## src/rtl/tsd_pkg.sv

```systemverilog
`default_nettype none
package tsd_pkg;

  localparam int COORD_W         = 32;
  localparam int DEPTH_LIMIT_DEF = 4;
  localparam int CFG_ADDR_W      = 4;

  localparam logic [23:0] MIN_EDGE_RST = 24'd0;
  localparam logic [19:0] SAFE_RST     = 20'd0;
  localparam logic [15:0] MARGIN_RST   = 16'd2458;
  localparam logic [13:0] SOURCE_RST   = 14'd5816;

  typedef enum logic [1:0] {
    REG_MIN_EDGE,
    REG_SAFE_PER_EDGE,
    REG_MARGIN,
    REG_REACH_SCALE
  } tsd_reg_t;

  typedef logic signed [COORD_W-1:0] coord_t;

  function automatic logic [63:0] sat_sum3(input logic [63:0] a, input logic [63:0] b,
                                           input logic [63:0] c);
    logic [65:0] s;
    s = {2'b00, a} + {2'b00, b} + {2'b00, c};
    return (|s[65:64]) ? '1 : s[63:0];
  endfunction

endpackage
`default_nettype wire

```

## src/rtl/tsd_depth.sv

```systemverilog
`default_nettype none
module tsd_depth #(
  parameter int DEPTH_LIMIT = tsd_pkg::DEPTH_LIMIT_DEF
) (
  input  wire logic        clk,
  input  wire logic        rst,
  input  wire logic        en,
  input  wire logic        in_valid,
  input  wire logic        far,
  input  wire logic [31:0] edge_len,
  input  wire logic [12:0] droot,
  input  wire logic [23:0] min_edge,
  input  wire logic [19:0] safe_per_edge,
  input  wire logic [15:0] margin,
  output logic             out_valid,
  output logic [3:0]       split_depth
);
  import tsd_pkg::*;

  logic               vld_a;
  logic               far_a;
  logic signed [24:0] dm_a;
  logic [51:0]        prod_a;
  logic [31:0]        edge_a;
  logic [3:0]         depth_c;

  always_comb begin
    logic               ok;
    logic [39:0]        min_sh;
    logic signed [63:0] lhs;
    depth_c = '0;
    ok      = 1'b1;
    for (int k = 0; k < DEPTH_LIMIT; k++) begin
      min_sh  = {16'b0, min_edge} << k;
      lhs     = 64'(dm_a) <<< (12 + k);
      ok      = ok && ({8'b0, edge_a} > min_sh) && (lhs < $signed({12'b0, prod_a}));
      depth_c = depth_c + {3'b000, ok};
    end
    if (far_a) depth_c = '0;
  end

  always_ff @(posedge clk) begin
    if (rst) begin
      vld_a     <= 1'b0;
      out_valid <= 1'b0;
    end else if (en) begin
      vld_a     <= in_valid;
      out_valid <= vld_a;
    end
  end

  always_ff @(posedge clk) begin
    if (en) begin
      far_a       <= far;
      dm_a        <= $signed({1'b0, droot, 10'b0}) - $signed({9'b0, margin});
      prod_a      <= 52'(safe_per_edge) * 52'(edge_len);
      edge_a      <= edge_len;
      split_depth <= depth_c;
    end
  end

endmodule
`default_nettype wire

```

## config.mk

```make
export PLATFORM = sky130hd
export DESIGN_NAME = tsd_depth
export DESIGN_NICKNAME = d
export VERILOG_FILES = /design/src/rtl/tsd_pkg.sv /design/src/rtl/tsd_depth.sv
export SDC_FILE = /design/constraint.sdc
export NUM_CORES = 2
export LEC_CHECK = 0
export ABC_AREA = 1
export ABC_CLOCK_PERIOD_IN_PS = 5450
export BUFFER_PORTS_ARGS = -buffer_cell sky130_fd_sc_hd__buf_2
export CAP_MARGIN = 30
export CORE_MARGIN = 1
export CORE_UTILIZATION = 50
export DETAILED_ROUTE_END_ITERATION = 8
export GPL_TIMING_DRIVEN = 0
export PLACE_DENSITY = 0.72
export SLEW_MARGIN = 20
export SYNTH_ARGS = -nofsm -noshare
export SYNTH_HDL_FRONTEND = slang
export SYNTH_SLANG_ARGS = --single-unit
```

## constraint.sdc

```tcl
create_clock -name clk -period 5.45 [get_ports clk]
set_clock_uncertainty 0.05 [all_clocks]
set_input_delay 0.2725 -clock clk [delete_from_list [all_inputs] [get_ports clk]]
set_output_delay 0.2725 -clock clk [all_outputs]
set_load 0.01 [all_outputs]
```

==> summary.txt <==
Clock network
  – Clk buf depth: 2
  – CTS Buf Count: 17
  – Clock latency on the worst-skew pair: 460 ps
  – CTS sink count: 114
  – Worst-path clk slew: 60 ps
  – Root Driver: clkbuf_16
  – H-tree Lvls: 4
  – CTS tree: done

Synth
  – Synth Area in Compound Gates: 5.09%
  – XOR/XNOR share of the synthesized area: 1.88%
  – Post-Syn Nets: 5036
  – Most area-consuming cells after synthesis: fa_1, ha_1, inv_1
  – Most frequent cell after synthesis: inv_1
  – Register area share after synthesis: 10.9%
  – Synth Area per Inst: 7.79 sq um
  – Synth Register Bits: 114
  – Simple-Gate Fraction of Synth Area: 18.0%
  – Post-Syn Area: 31300 sq um
  – Synth Area in Adders: 49.4%
  – Multiplexer share of the synthesized area: 0%
  – Post-synth EDFFs: 112
  – Top cell type's share of synthesized area: 34.4%
  – Largest family of logic cells by synthesized area: adder cells
  – Top_reg_cell synth: edfxtp_1
  – Post-synthesis cell type count: 43
  – Post-synth ARST share: 0%
  – Post-synth top area cell: fa_1
  – Synth warn: 0
  – Post-synth top cells: inv_1, nand2_1, fa_1
  – Gate Count Post-Synth: 4014

Setup path
  – Critical-path top delay cell: fa_1
  – Crit end category: register
  – Startpoint types: primary input
  – Worst path max stage delay: 590 ps
  – CP arrival: 6000 ps
  – CP Max Fanout: 6
  – CP required: 5610 ps
  – Crit path from: safe_per_edge[8]
  – R2R Path Start: dm_a[23]
  – WS Path Type: in -> reg

Drt
  – Final WL: 112000 um
  – Via/cell ratio: 5.52
  – DRC viols: 0
  – Vias: 28900
  – WL per Instance: 21.5 um
  – DRT Pass-1 Iters: 6
  – Initial drt markers: 3142
  – Final ANT Viol Nets: 0

Floorplan
  – IO Pins: 115
  – Core area: 61700 sq um
  – DIE HEIGHT: 252 um
  – Die area: 63600 sq um
  – Rows: 91
  – Initial Util: 50.7%
  – Die width: 252 um

Layout
  – Final core utilization: 66.4%
  – Antenna fix cells: 0
  – Nets@finish: 5408
  – Layout cell share with drive strength beyond 1: 22.8%
  – Synth-to-Final Area Change: 31.1%

Place
  – HPWL Detailed: 79500 um
  – GP Congestion: 1.00
  – PortBufs: 113

Timing
  – Worst rel slew slack: 41.7%
  – Final WS setup: -387 ps
  – Peak Freq: 171 MHz
  – Unrepaired setup endpoints after global routing: true
  – Worst-margin pin slew: 874 ps
  – Final Max Slew Viols: 0
  – Tmin final: 5840 ps
  – Hold Vio Cnt, Final: 0
  – Fin crit share: 107%
  – Final setup fails: 38

Min path
  – Hold Crit Start: edge_len[3]
  – Min-delay worst type: in -> reg

Global route
  – First-pass GRT wire length: 164000 um
  – Tot GR Track Use: 34.4%
  – GRT overflow: 0
  – Vias in the first global route: 29200
  – Initial antenna violation count: 1
  – Largest net degree at the start of global routing: 74

Outcome
  – Outcome: complete, but fails checks
  – Failing checks: negative setup slack

Job
  – Max-cap viol count: 0
-- worst max-delay path: cells and delay by family --
kind | cells | cell delay [ps]
adder cells (fa/ha/maj) | 8 | 3730
buffers and inverters | 8 | 690
AND/OR/NAND/NOR | 6 | 590
AO/OA/AOI/OAI | 2 | 510
XOR/XNOR | 1 | 180
-- layer usage --
| layer | global-route usage (%) | vias up | wire, um |
|---|---|---|---|
| li1 | - | 12600 | - |
| met1 | 43.1 | 13900 | 40000 |
| met5 | 0 | - | 13 |
| met3 | 9.80 | 516 | 14500 |
| met2 | 54.0 | 1864 | 50300 |
| met4 | 18.4 | 2 | 7500 |
-- state kept, by name, indices dropped and copies added (netlist names) --
| name | cells |
|---|---|
| prod_a | 52 |
| edge_a | 32 |
| dm_a | 24 |
| split_depth | 3 |
| far_a | 1 |
| out_valid | 1 |
| vld_a | 1 |
-- worst paths after layout --
kind / slack, ps / depth (start not counted) / endpoint
max: -390 / 25 / prod_a[36]
min: 20 / 1 / edge_a[3]
max reg2reg: 1320 / 17 / split_depth[1]
min reg2reg: 410 / 2 / vld_a
-- what timing repair did --
| item | CTS | global route |
|---|---|---|
| gates resized for setup | 539 | 268 |
| buffers inserted | 146 | 45 |
| setup endpoints to repair | 39 | 42 |
| cloned | 15 | 6 |
| endpoints found under the hold margin | 25 | 3 |
| hold buffers | 25 | 3 |
| pin swaps | 207 | 159 |
-- layout make-up --
| cell class | instances | area (sq um) |
|---|---|---|
| repair buffers | 353 | 3290 |
| well taps | 837 | 1050 |
| fillers | 4656 | 20700 |
| flip-flops and latches | 114 | 3400 |
| clock inverters | 15 | 199 |
| plain buffers | 125 | 2540 |
| multi-input cells | 2667 | 25900 |
| inverters | 1108 | 4170 |
| clock buffers | 17 | 425 |
-- cell usage in the layout (no fill, tap or decap), types with 6 or more instances in the layout --
cell type / n
o21ai_4: 17
a21o_1: 10
a21oi_4: 31
nor2_1: 128
clkbuf_8: 28
nor2_2: 29
nor2_4: 47
dlygate4sd3_1: 28
nand2_4: 45
inv_2: 104
xor2_1: 34
buf_4: 159
ha_4: 41
o21a_1: 13
nand4_1: 28
edfxtp_1: 112
a21oi_1: 113
clkbuf_1: 7
buf_2: 71
nand2_2: 64
buf_8: 24
buf_12: 32
nor3_1: 22
a21oi_2: 23
nand3_1: 57
nand3_2: 21
ha_1: 331
buf_6: 36
fa_1: 504
clkbuf_16: 100
inv_1: 1001
fa_2: 33
xor2_2: 11
xnor2_1: 10
o21bai_4: 6
nand2_1: 934
xnor2_2: 8
o21ai_0: 37
o21bai_1: 8
o21ai_2: 11
-- per-stage QoR --
| step | worst slack (ps) | area [sq um] | cells | TNS [ps] | hold WS (ps) |
|---|---|---|---|---|---|
| after floorplan | -88.1 | 32900 | 4014 | -545 | 292 |
| after global routing | -493 | 41000 | 5236 | -13570 | 3.86 |
| after global placement | -1250 | 34500 | 4964 | -40500 | 388 |
| after CTS | -184 | 39500 | 5183 | -3600 | 0.408 |
| after detailed placement | -1260 | 34600 | 4965 | -40880 | 399 |
| final | -387 | 41000 | 5236 | -9650 | 23.3 |
-- kinds of logic after synthesis --
| kind of cell | count (synthesis) |
|---|---|
| compound gates | 285 |
| xor+xnor | 67 |
| fa+ha+maj | 912 |
| buf+inv | 1233 |
| flops | 114 |
| other cells | 1 |
| simple gates | 1402 |
Power is left out: the tool's default activity adds up to more than one toggle a clock period on the data nets, which glitch-free logic cannot reach.
